`src/rtl/mtfw_pkg.sv`:
```
package mtfw_pkg;

	localparam int NUM_MUTEXES = 16;
	localparam int NUM_THREADS = 64;

	localparam int CMD_W = 2;
	localparam int IDX_W = 6;
	localparam int PID_W = 6;
	localparam int OWN_W = 7;
	localparam int RC_W  = 3;
	localparam int LV_W  = 8;

	localparam int MIDX_W = (NUM_MUTEXES > 1) ? $clog2(NUM_MUTEXES) : 1;
	localparam int TID_W  = $clog2(NUM_THREADS);

	localparam logic [OWN_W-1:0] NO_OWNER = OWN_W'(64);

	localparam logic [CMD_W-1:0] CMD_CREATE  = 2'd0;
	localparam logic [CMD_W-1:0] CMD_DESTROY = 2'd1;
	localparam logic [CMD_W-1:0] CMD_LOCK    = 2'd2;
	localparam logic [CMD_W-1:0] CMD_UNLOCK  = 2'd3;

	localparam logic [RC_W-1:0] RC_OK            = 3'd0;
	localparam logic [RC_W-1:0] RC_INVALID       = 3'd1;
	localparam logic [RC_W-1:0] RC_NOT_OWNER     = 3'd2;
	localparam logic [RC_W-1:0] RC_HAS_WAITERS   = 3'd3;
	localparam logic [RC_W-1:0] RC_ALREADY_YOURS = 3'd4;
	localparam logic [RC_W-1:0] RC_NOT_LOCKED    = 3'd5;
	localparam logic [RC_W-1:0] RC_NONE_FREE     = 3'd6;

	localparam int S_TDATA_W = 16;
	localparam int M_TDATA_W = 24;

	typedef struct packed {
		logic [CMD_W-1:0] command;
		logic [IDX_W-1:0] mutex_index;
		logic [PID_W-1:0] caller_pid;
		logic             idx_ok;
		logic             pid_ok;
	} req_t;

	typedef struct packed {
		logic [RC_W-1:0]  result_code;
		logic [IDX_W-1:0] created_index;
		logic             caller_blocked;
		logic             woke_valid;
		logic [PID_W-1:0] woken_pid;
	} rsp_t;

endpackage

```
`src/rtl/mtfw_front.sv`:
```
module mtfw_front (
	input  logic                           s_tvalid,
	output logic                           s_tready,
	input  logic [mtfw_pkg::S_TDATA_W-1:0] s_tdata,
	input  logic [mtfw_pkg::CMD_W-1:0]     s_tuser,
	input  logic                           q_full,
	output logic                           q_push,
	output mtfw_pkg::req_t                 q_req
);
	import mtfw_pkg::*;

	logic [IDX_W-1:0] idx;
	logic [PID_W-1:0] pid;

	assign idx = s_tdata[IDX_W-1:0];
	assign pid = s_tdata[IDX_W+PID_W-1:IDX_W];

	assign s_tready = !q_full;
	assign q_push   = s_tvalid && !q_full;

	always_comb begin
		q_req.command     = s_tuser;
		q_req.mutex_index = idx;
		q_req.caller_pid  = pid;
		q_req.idx_ok      = ({1'b0, idx} < (IDX_W+1)'(NUM_MUTEXES));
		q_req.pid_ok      = ({1'b0, pid} < (PID_W+1)'(NUM_THREADS));
	end

endmodule

```
`src/rtl/mtfw_queue.sv`:
```
module mtfw_queue (
	input  logic           clk,
	input  logic           arst_n,
	input  logic           push,
	input  mtfw_pkg::req_t push_req,
	output logic           full,
	input  logic           pop,
	output logic           not_empty,
	output mtfw_pkg::req_t pop_req
);
	import mtfw_pkg::*;

	req_t       slot_q [2];
	logic       wptr_q;
	logic       rptr_q;
	logic [1:0] count_q;

	assign full      = (count_q == 2'd2);
	assign not_empty = (count_q != 2'd0);
	assign pop_req   = slot_q[rptr_q];

	always_ff @(posedge clk) begin
		if (push) begin
			slot_q[wptr_q] <= push_req;
		end
	end

	always_ff @(posedge clk or negedge arst_n) begin
		if (!arst_n) begin
			wptr_q  <= 1'b0;
			rptr_q  <= 1'b0;
			count_q <= 2'd0;
		end else begin
			if (push) begin
				wptr_q <= !wptr_q;
			end
			if (pop) begin
				rptr_q <= !rptr_q;
			end
			if (push && !pop) begin
				count_q <= count_q + 2'd1;
			end else if (pop && !push) begin
				count_q <= count_q - 2'd1;
			end
		end
	end

endmodule

```
`src/rtl/mtfw_back.sv`:
```
module mtfw_back (
	input  logic           clk,
	input  logic           arst_n,
	input  logic           q_not_empty,
	input  mtfw_pkg::req_t q_req,
	output logic           q_pop,
	output logic           out_valid,
	input  logic           out_ready,
	output mtfw_pkg::rsp_t out_rsp
);
	import mtfw_pkg::*;

	localparam logic ST_IDLE = 1'b0;
	localparam logic ST_EXEC = 1'b1;

	logic state_q;

	logic                    in_use_q [NUM_MUTEXES];
	logic [OWN_W-1:0]        owner_q  [NUM_MUTEXES];
	logic signed [LV_W-1:0]  lock_q   [NUM_MUTEXES];
	logic [PID_W-1:0]        head_q   [NUM_MUTEXES];
	logic [PID_W-1:0]        tail_q   [NUM_MUTEXES];

	logic [PID_W-1:0] link_mem [NUM_THREADS];
	logic [PID_W-1:0] link_rd_q;
	logic [TID_W-1:0] link_raddr;
	logic             link_we;
	logic [TID_W-1:0] link_waddr;

	req_t cur_q;
	logic out_valid_q;
	rsp_t out_q;

	logic [MIDX_W-1:0] pop_e;
	logic [MIDX_W-1:0] e;
	logic              exec_go;
	logic              free_found;
	logic [MIDX_W-1:0] free_idx;

	logic signed [LV_W-1:0] lv;
	logic signed [LV_W-1:0] lv_dn;
	logic signed [LV_W-1:0] lv_up;
	logic [OWN_W-1:0]       pid_ext;
	logic [PID_W-1:0]       head;
	logic [PID_W-1:0]       tail;
	logic                   owner_match;
	logic                   head_in_range;
	logic                   tail_in_range;

	rsp_t rsp;
	logic do_create;
	logic do_destroy;
	logic do_lock;
	logic do_unlock;
	logic unlock_wake;

	assign pop_e      = q_req.mutex_index[MIDX_W-1:0];
	assign e          = cur_q.mutex_index[MIDX_W-1:0];
	assign link_raddr = head_q[pop_e][TID_W-1:0];

	assign q_pop     = (state_q == ST_IDLE) && q_not_empty;
	assign exec_go   = (state_q == ST_EXEC) && (!out_valid_q || out_ready);
	assign out_valid = out_valid_q;
	assign out_rsp   = out_q;

	always_comb begin
		free_found = 1'b0;
		free_idx   = '0;
		for (int i = NUM_MUTEXES - 1; i >= 0; i--) begin
			if (!in_use_q[i]) begin
				free_found = 1'b1;
				free_idx   = MIDX_W'(i);
			end
		end
	end

	assign lv            = lock_q[e];
	assign lv_dn         = lv - 8'sd1;
	assign lv_up         = lv + 8'sd1;
	assign pid_ext       = {1'b0, cur_q.caller_pid};
	assign head          = head_q[e];
	assign tail          = tail_q[e];
	assign owner_match   = (owner_q[e] == pid_ext);
	assign head_in_range = ({1'b0, head} < (PID_W+1)'(NUM_THREADS));
	assign tail_in_range = ({1'b0, tail} < (PID_W+1)'(NUM_THREADS));

	always_comb begin
		rsp         = '0;
		do_create   = 1'b0;
		do_destroy  = 1'b0;
		do_lock     = 1'b0;
		do_unlock   = 1'b0;
		unlock_wake = 1'b0;
		link_we     = 1'b0;
		link_waddr  = tail[TID_W-1:0];
		rsp.result_code = RC_OK;
		if (cur_q.command == CMD_CREATE) begin
			if (!free_found) begin
				rsp.result_code = RC_NONE_FREE;
			end else begin
				do_create         = 1'b1;
				rsp.created_index = IDX_W'(free_idx);
			end
		end else if (!cur_q.idx_ok || !in_use_q[e]) begin
			rsp.result_code = RC_INVALID;
		end else begin
			case (cur_q.command)
				CMD_DESTROY: begin
					if (!owner_match) begin
						rsp.result_code = RC_NOT_OWNER;
					end else if (lv < 0) begin
						rsp.result_code = RC_HAS_WAITERS;
					end else begin
						do_destroy = 1'b1;
					end
				end
				CMD_LOCK: begin
					if (!cur_q.pid_ok) begin
						rsp.result_code = RC_NOT_OWNER;
					end else if (lv <= 0 && owner_match) begin
						rsp.result_code = RC_ALREADY_YOURS;
					end else if (lv == -8'sd128) begin
						rsp.result_code = RC_NONE_FREE;
					end else begin
						do_lock = 1'b1;
						if (lv_dn < 0) begin
							rsp.caller_blocked = 1'b1;
							link_we = (lv_dn != -8'sd1) && tail_in_range;
						end
					end
				end
				default: begin
					if (!owner_match) begin
						rsp.result_code = RC_NOT_OWNER;
					end else if (lv > 0) begin
						rsp.result_code = RC_NOT_LOCKED;
					end else begin
						do_unlock = 1'b1;
						if (lv_up <= 0) begin
							unlock_wake    = 1'b1;
							rsp.woke_valid = 1'b1;
							rsp.woken_pid  = head;
						end
					end
				end
			endcase
		end
	end

	always_ff @(posedge clk) begin
		if (exec_go && link_we) begin
			link_mem[link_waddr] <= cur_q.caller_pid;
		end
		if (q_pop) begin
			link_rd_q <= link_mem[link_raddr];
		end
	end

	always_ff @(posedge clk) begin
		if (q_pop) begin
			cur_q <= q_req;
		end
		if (exec_go) begin
			out_q <= rsp;
		end
	end

	always_ff @(posedge clk or negedge arst_n) begin
		if (!arst_n) begin
			state_q     <= ST_IDLE;
			out_valid_q <= 1'b0;
			for (int i = 0; i < NUM_MUTEXES; i++) begin
				in_use_q[i] <= 1'b0;
				owner_q[i]  <= NO_OWNER;
				lock_q[i]   <= 8'sd1;
				head_q[i]   <= '0;
				tail_q[i]   <= '0;
			end
		end else begin
			if (out_valid_q && out_ready && !exec_go) begin
				out_valid_q <= 1'b0;
			end
			case (state_q)
				ST_IDLE: begin
					if (q_pop) begin
						state_q <= ST_EXEC;
					end
				end
				ST_EXEC: begin
					if (exec_go) begin
						state_q     <= ST_IDLE;
						out_valid_q <= 1'b1;
						if (do_create) begin
							in_use_q[free_idx] <= 1'b1;
							owner_q[free_idx]  <= NO_OWNER;
							lock_q[free_idx]   <= 8'sd1;
							head_q[free_idx]   <= '0;
							tail_q[free_idx]   <= '0;
						end
						if (do_destroy) begin
							in_use_q[e] <= 1'b0;
							owner_q[e]  <= NO_OWNER;
						end
						if (do_lock) begin
							lock_q[e] <= lv_dn;
							if (lv_dn < 0) begin
								if (lv_dn == -8'sd1) begin
									head_q[e] <= cur_q.caller_pid;
								end
								tail_q[e] <= cur_q.caller_pid;
							end else begin
								owner_q[e] <= pid_ext;
							end
						end
						if (do_unlock) begin
							lock_q[e] <= lv_up;
							if (unlock_wake) begin
								if (head_in_range) begin
									head_q[e] <= link_rd_q;
								end
								owner_q[e] <= {1'b0, head};
							end
						end
					end
				end
				default: begin
					state_q <= ST_IDLE;
				end
			endcase
		end
	end

endmodule

```
`src/rtl/mutex_table_with_fifo_waiters_top.sv`:
```
// Mutex table with FIFO wait queues. Each input transaction is one command (create, destroy,
// lock or unlock) from one caller and yields exactly one result transaction. The front end
// decodes the command, range-checks its mutex index and caller pid, and places it in a
// two-entry queue, so the input keeps accepting while the back end works and the queue has
// room. The back end handles each transaction in two steps: the first reads the waiter-link
// memory at the head of the addressed queue, and the second, which waits while an earlier
// result is not yet taken, updates the mutex table and loads the output register. It takes
// a new transaction only after finishing the last one. The table is ready right after reset.
module mutex_table_with_fifo_waiters_top (
	input  logic                           clk,
	input  logic                           arst_n,
	input  logic                           s_tvalid,
	output logic                           s_tready,
	// mutex_index [5:0], caller_pid [11:6], zero fill [15:12]
	input  logic [mtfw_pkg::S_TDATA_W-1:0] s_tdata,
	// command [1:0]
	input  logic [mtfw_pkg::CMD_W-1:0]     s_tuser,
	output logic                           m_tvalid,
	input  logic                           m_tready,
	// result_code [2:0], created_index [8:3], caller_blocked [9], woke_valid [10],
	// woken_pid [16:11], zero fill [23:17]
	output logic [mtfw_pkg::M_TDATA_W-1:0] m_tdata
);
	import mtfw_pkg::*;

	logic q_full;
	logic q_push;
	req_t q_in;
	logic q_pop;
	logic q_not_empty;
	req_t q_out;
	rsp_t rsp;

	mtfw_front u_front (
		.s_tvalid (s_tvalid),
		.s_tready (s_tready),
		.s_tdata  (s_tdata),
		.s_tuser  (s_tuser),
		.q_full   (q_full),
		.q_push   (q_push),
		.q_req    (q_in)
	);

	mtfw_queue u_queue (
		.clk       (clk),
		.arst_n    (arst_n),
		.push      (q_push),
		.push_req  (q_in),
		.full      (q_full),
		.pop       (q_pop),
		.not_empty (q_not_empty),
		.pop_req   (q_out)
	);

	mtfw_back u_back (
		.clk         (clk),
		.arst_n      (arst_n),
		.q_not_empty (q_not_empty),
		.q_req       (q_out),
		.q_pop       (q_pop),
		.out_valid   (m_tvalid),
		.out_ready   (m_tready),
		.out_rsp     (rsp)
	);

	assign m_tdata = {7'd0, rsp.woken_pid, rsp.woke_valid, rsp.caller_blocked,
		rsp.created_index, rsp.result_code};

endmodule
```
`config.mk`:
```
export PLATFORM = sky130hd
export DESIGN_NAME = mutex_table_with_fifo_waiters_top
export DESIGN_NICKNAME = d
export VERILOG_FILES = /design/src/rtl/mtfw_pkg.sv /design/src/rtl/mtfw_front.sv /design/src/rtl/mtfw_queue.sv /design/src/rtl/mtfw_back.sv /design/src/rtl/mutex_table_with_fifo_waiters_top.sv
export SDC_FILE = /design/constraint.sdc
export NUM_CORES = 2
export LEC_CHECK = 0
export BUFFER_PORTS_ARGS = -buffer_cell sky130_fd_sc_hd__buf_4
export CAP_MARGIN = 20
export CORE_ASPECT_RATIO = 0.6
export CORE_MARGIN = 10
export CORE_UTILIZATION = 25
export CTS_BUF_LIST = sky130_fd_sc_hd__clkbuf_8
export DETAILED_ROUTE_END_ITERATION = 7
export GPL_ROUTABILITY_DRIVEN = 1
export PLACE_DENSITY = 0.49
export SYNTH_ARGS = -nofsm -noshare
export SYNTH_HDL_FRONTEND = slang
export SYNTH_HIERARCHICAL = 1
export SYNTH_SLANG_ARGS = --single-unit
```
`constraint.sdc`:
```
create_clock -name clk -period 4.87 [get_ports clk]
set_clock_uncertainty 0.15 [all_clocks]
set_input_delay 0.2435 -clock clk [delete_from_list [all_inputs] [get_ports clk]]
set_output_delay 0.2435 -clock clk [all_outputs]
set_load 0.1 [all_outputs]
```
## Word-level counts from Yosys, hierarchy flattened

Memories as Yosys holds them, arrays and structs flattened. A register that Yosys moved wholly into a read port is not among the register bits.
Cells that the tools add are included.

| cells by class | value |
|---|---|
| add/sub/neg operators | 4 |
| reduce and logical (&&, ||, !) cells | 31 |
| $lt $le $gt $ge | 11 |
| multiplexer cells | 167 |
| bitwise operators | 23 |
| eq/ne operators | 7 |

Operator list:

| kind | count |
|---|---|
| two-way mux 96 bit | 15 |
| two-way mux 112 bit | 12 |
| two-way mux 128 bit | 7 |
| bitwise AND 96 bit | 4 |
| bitwise mux 96 bit | 3 |
| NOT 96 bit | 3 |
| bitwise mux 128 bit | 2 |
| bitwise mux 112 bit | 2 |
| bitwise AND 112 bit | 1 |
| NOT 112 bit | 1 |
| binary-select mux 6 bit (select 4 bit) | 3 |
| demux 8 bit (select 4 bit) | 2 |
| two-way mux 16 bit | 4 |
| two-way mux 4 bit | 16 |
| bitwise OR 16 bit | 4 |
| two-way mux 1 bit | 61 |
| demux 7 bit (select 4 bit) | 2 |
| demux 6 bit (select 4 bit) | 2 |
| two-way mux 6 bit | 8 |
| two-way mux 7 bit | 5 |
| binary-select mux 8 bit (select 4 bit) | 1 |
| two-way mux 8 bit | 4 |
| binary-select mux 7 bit (select 4 bit) | 1 |
| two-way mux 3 bit | 9 |
| other kinds (34) | 71 |

| storage, ports and cells | value |
|---|---|
| output and inout port bits | 26 |
| word-level logic and storage cells | 341 |
| register bits after elaboration | 485 |
| memory bits (writable) | 414 |
| memories | 2 |
| input port bits | 22 |

Memory list:

| name | depth | width | rd ports | clocked after memory_dff | wr ports | RTL line | source |
|---|---|---|---|---|---|---|---|
| u_back.link_mem | 64 | 6 | 1 | 1 | 1 | mtfw_back.sv:24 | `logic [PID_W-1:0] link_mem [NUM_THREADS];` |
| u_queue.slot_q | 2 | 15 | 1 | 0 | 1 | mtfw_queue.sv:13 | `req_t slot_q [2];` |

## Longest topological paths before layout

| logic depth | value |
|---|---|
| depth in word-level cells | 38 |
| gate-level depth with buffers | 18 |
| gate-level depth less buffers | 13 |

## Hierarchy

Netlist, hierarchy kept.

Modules (own cells, without submodules):

| module | times used | cells each | sequential area each (um^2) | area each (um^2) |
|---|---|---|---|---|
| mtfw_back | 1 | 2870 | 23882.9 | 39984.6 |
| mtfw_queue | 1 | 66 | 1061.0 | 1395.1 |
| mtfw_front | 1 | 19 | 0.0 | 130.1 |
| mutex_table_with_fifo_waiters_top | 1 | 8 | 0.0 | 56.3 |

## Least setup slack after synthesis

No wires, ideal clock.

| path | value |
|---|---|
| kind | reg2reg |
| start | reg u_back/cur_q[8] in the netlist's numbering |
| end | mem u_back.link_mem[52][0] (enable) |
| slack | 103 ps |
| stages on the path, launching flop included | 13 |
| path buffers | 7 |
| library setup time | 350 ps |
| required time | 4370 ps |
| arrival time | 4267 ps |
| period minus slack after synthesis | 4767 ps |
| cell sequence | edfxtp_1 > buf_4 > buf_2 > buf_4 > buf_4 > buf_2 > clkbuf_1 > buf_2 > mux4_2 > mux4_2 > nor4b_2 > nand2_1 > nor2_1 |

| on the way | value |
|---|---|
| longest elaborated chain between the ends | 16 |
| elaborated cells on any way between the ends | 32 |
| those cells by class | 1 x add/sub; 2 x order compare; 3 x eq/ne; 21 x mux; 1 x bitwise; 4 x reduce/logical |

Ends and longest elaborated chain:

| element | RTL line | source |
|---|---|---|
| start: declaration | mtfw_back.sv:30 | `req_t cur_q;` |
| start signal: assignment | mtfw_back.sv:161 | `cur_q <= q_req;` |
| NOT 4 -> 5 bit (not written as such) (*) | n/a |  |
| binary-select mux 8 bit (select 4 bit) | mtfw_back.sv:77 | `assign lv = lock_q[e];` |
| two-way mux 8 bit (not written as such) (2 in a row) | mtfw_back.sv:77 |  |
| subtractor 8 x 2 -> 8 bit | mtfw_back.sv:78 | `assign lv_dn = lv - 8'sd1;` |
| less-than comparator 8 x 1 -> 1 bit / != test 8 x 1 -> 1 bit (equally long branches) | mtfw_back.sv:126, mtfw_back.sv:128 |  |
| two-way mux 1 bit | mtfw_back.sv:126 | `if (lv_dn < 0) begin` |
| two-way mux 1 bit | mtfw_back.sv:122 | `end else if (lv == -8'sd128) begin` |
| two-way mux 1 bit | mtfw_back.sv:120 | `end else if (lv <= 0 && owner_match) begin` |
| two-way mux 1 bit | mtfw_back.sv:118 | `if (!cur_q.pid_ok) begin` |
| two-way mux 1 bit | mtfw_back.sv:107 | `case (cur_q.command)` |
| two-way mux 1 bit | mtfw_back.sv:104 | `end else if (!cur_q.idx_ok \|\| !in_use_q[e]) begin` |
| two-way mux 1 bit | mtfw_back.sv:97 | `if (cur_q.command == CMD_CREATE) begin` |
| logical AND 1 bit | mtfw_back.sv:151 | `if (exec_go && link_we) begin` |
| two-way mux 1 bit | mtfw_back.sv:151 |  |
| two-way mux 1 bit (not written as such) | mtfw_back.sv:152 | `link_mem[link_waddr] <= cur_q.caller_pid;` |
| end: declaration | mtfw_back.sv:24 |  |

Every way passes the cells marked *; elsewhere a longest branch is shown, timed or not. The select of a mux whose other input is x is not followed.

## Worst setup path in the final report

| path | value |
|---|---|
| start | reg u_back/cur_q[8] in the netlist's numbering |
| end | reg u_back/head_q[23] in the netlist's numbering |

| on the way | value |
|---|---|
| longest elaborated chain between the ends | 17 |
| elaborated cells on any way between the ends | 53 |
| those cells by class | 2 x add/sub; 6 x order compare; 3 x eq/ne; 37 x mux; 1 x bitwise; 4 x reduce/logical |

Ends and longest elaborated chain:

| element | RTL line | source |
|---|---|---|
| NOT 4 -> 5 bit (not written as such) (*) | n/a |  |
| parallel branches: the longest is 15 deep, another holds adder 8 x 2 -> 8 bit | n/a |  |
| two-way mux 96 bit (*) | mtfw_back.sv:215 | `if (do_unlock) begin` |
| end signal: indexed assignment | mtfw_back.sv:208 | `head_q[e] <= cur_q.caller_pid;` |
| end signal: indexed assignment | mtfw_back.sv:219 | `head_q[e] <= link_rd_q;` |
| end: declaration | mtfw_back.sv:21 | `logic [PID_W-1:0] head_q [NUM_MUTEXES];` |

Every way passes the cells marked *. The select of a mux whose other input is x is not followed.
A chain may end at the register's enable or synchronous reset.

==> parameters.txt <==
Parameter                              Value

Layout
  Final core area utilization ... 30.9%
  Growth of design area from synthesis to finish ... 22.7%
  Number of non-filler instances in the completed layout ... 5684
  Proportion of layout cells with a drive suffix above 1 ... 30.0%
  Number of nets in the final layout ... 3367
  Number of filler cells placed in the layout ... 16400

Flow run
  Number of max-cap violations ... 0

Yosys
  Cell count after synthesis ... 2955
  Cell area after synthesis ... 41400 um^2
  Mean instance size in the synthesized netlist ... 14.0 um^2
  Warnings, synthesis ... 6

STA
  Normalized max-slew margin ... 19.0%
  Highest clock frequency the design can meet ... 203 MHz
  Endpoints failing setup ... 70
  Hold violation count in the final report ... 0
  RSZ-0062 raised after global routing ... yes
  Final critical-path setup slack ... -0.0537 ns
  Final max-slew violation count ... 0
  Period Utilization, post-route ... 101%
  Post-layout minimum cycle time ... 4.92 ns
  Slew at the pin with the worst max-slew slack ... 1.21 ns

Pwr
  Power density relative to cell area ... 508 nW/um^2
  Peak supply drop ... 0.000524 V
  Leakage component of the power ... 18.7 nW

Clocking
  TritonCTS Buffers ... 148
  CTS clk-pin slew, worst paths ... 0.07 ns
  Cell chosen for the clock root ... clkbuf_8
  Deepest clock path buffer count ... 3
  H-tree level count ... 4
  TritonCTS clock tree ... yes
  Num Clock Sinks ... 901
  Skew-Pair Late Insertion Delay ... 0.90 ns

Worst setup path
  Crit path max-delay family ... simple AND/OR/NAND/NOR gates
  Setup slack of the most critical reg-to-reg path ... -0.05 ns
  Critical path launch point type ... flip-flop
  Worst path buffer plus inverter count ... 5
  WP data required ... 5.45 ns
  Crit-path slowest cell ... mux4_2
  Worst endpoint data arrival time ... 5.51 ns
  Largest stage delay on the critical path ... 0.49 ns
  Crit. End Element ... flip-flop
  Cells traversed along the worst timing path ... buf_4 > bufbuf_16 > mux4_2 > mux4_2 > or3_4 > or3_4 > buf_6 > or3_1 > a221o_1 > a211o_1 > buf_12 > a21oi_1 > o21ai_1 > buf_4 > a22o_1
  Maximum fanout count along the critical path ... 16
  Kind of critical path ... flip-flop to flip-flop

Global routing
  All-Layer GR Usage ... 17.1%
  Overflow after GRT ... 0
  Maximum number of pins on one net before global-route repair ... 120
  Vias in the first global route ... 29400
  Wire length of the first global-routing pass ... 229000 um
  Initial antenna violation count ... 6

Floorplan
  Std cell rows ... 115
  Starting density of the core ... 25.2%
  Die area ... 183000 um^2
  Standard cell core area ... 164000 um^2
  I/O pins ... 48
  Horizontal die dimension ... 545 um
  Die height ... 335 um

Run status
  Failing checks ... negative setup slack
  Outcome ... finished with violations

Place
  Count of input and output buffers ... 34
  Worst slack after detailed placement ... -0.392 ns
  Placed Cells ... 5360
  Final estimated routing congestion in global placement ... 1.04
  Detailed Place HPWL ... 113000 um

Route
  Residual DRC ... 0
  DR vias ... 30500
  Average wire per cell in the routed design ... 28.4 um
  Drt initial violations ... 4032
  Via count normalized by instance count ... 5.37
  First-pass iteration count of the detailed router ... 6
  Post-route antenna net violation count ... 0
  Total length of routed wires ... 161000 um

Hold path
  Worst hold path class ... input port to flip-flop
[layout by cell type, fill, tap and decap left out, types with 29 or more instances in the layout]
master	n
edfxtp_1	447
dfrtp_1	422
buf_4	347
mux4_2	252
nand2_1	235
clkbuf_8	161
a22o_1	157
a21oi_1	149
nor2_1	144
o21ai_0	126
inv_1	93
o2bb2ai_1	75
a32o_1	73
buf_12	48
mux2i_1	41
nor2_4	37
o21ai_1	35
o211ai_1	34
nand3_1	33
dfstp_2	32
dlygate4sd3_1	31
a22oi_1	29
[repair_timing]
action / CTS / global route
hold buffers: 32 / 0
cloned: 1 / 1
setup buffers: 4 / 12
endpoints found under the hold margin: 429 / 0
pin swaps: 4 / 24
setup endpoints to repair: 623 / 693
gates resized for setup: 96 / 66
[path summary, 6_finish.rpt]
check,from,to,cells after the start
worst min register to register,u_queue/count_q[1],u_queue/count_q[1],1
worst max-delay path,u_back/cur_q[8],u_back/head_q[23],15
worst min-delay path,s_tdata[5],u_queue/slot_q[0][1],3
max in group asynchronous,arst_n,u_back/tail_q[48],4
worst max register to register,u_back/cur_q[8],u_back/head_q[23],15
min in group asynchronous,arst_n,u_back/lock_q[89],4
[sequential cells by signal, summed over array words and instances (netlist names)]
signal and count:
u_back/link_mem 384, u_back/tail_q 96, u_back/out_rsp 15, u_back/cur_q 14, u_back/out_valid 1, u_queue/rptr_q 1, u_queue/slot_q 28, u_queue/wptr_q 1
u_back/owner_q 112, u_back/in_use_q 16, u_back/state_q 1, u_queue/count_q 2, u_back/lock_q 128, u_back/link_rd_q 6, u_back/head_q 96
[final cells by class]
| class | instances | area [um^2] | share of cell area [%] |
|---|---|---|---|
| Clock inverter | 109 | 667 | 1.31 |
| Tap cell | 2223 | 2780 | 5.47 |
| Multi-Input combinational cell | 1800 | 16000 | 31.4 |
| Sequential cell | 901 | 24800 | 48.9 |
| Inverter | 38 | 145 | 0.286 |
| Antenna cell | 3 | 7.51 | 0.0148 |
| Clock buffer | 161 | 2220 | 4.36 |
| Timing Repair Buffer | 449 | 4190 | 8.25 |
[tightest hold or removal path, cell delays in order]
cell and delay (ns):
buf_4 0.08, nor2_1 0.03, dlygate4sd3_1 0.56
[report_power, final]
| group | switching, mW | internal, mW |
|---|---|---|
| Combinational | 6.41 | 3.00 |
| Sequential | 0.508 | 9.16 |
| Clock | 3.33 | 3.39 |
| Total | 10.3 | 15.5 |
[routing by layer]
metal / vias up / routed length (um) / GRT usage (%)
li1: 12500 / - / -
met5: - / 13 / 0
met4: 2 / 3360 / 4.24
met1: 16000 / 78100 / 27.0
met3: 201 / 24200 / 8.62
met2: 1868 / 55700 / 19.3
[per-stage QoR]
step	power (mW)	setup TNS [ns]	instance area, um^2	hold WS (ns)
final	25.8	-0.994	50800	0.0992
after global routing	26.7	-4.07	50800	0.0802
after CTS	25.4	-0.0758	50400	0.00765
after detailed placement	18.5	-109.75	46800	0.195
after global placement	18.5	-106.68	46800	0.197
after floorplan	14.4	0	41400	-0.202
Note: power is estimated with default switching activity, not from simulation.
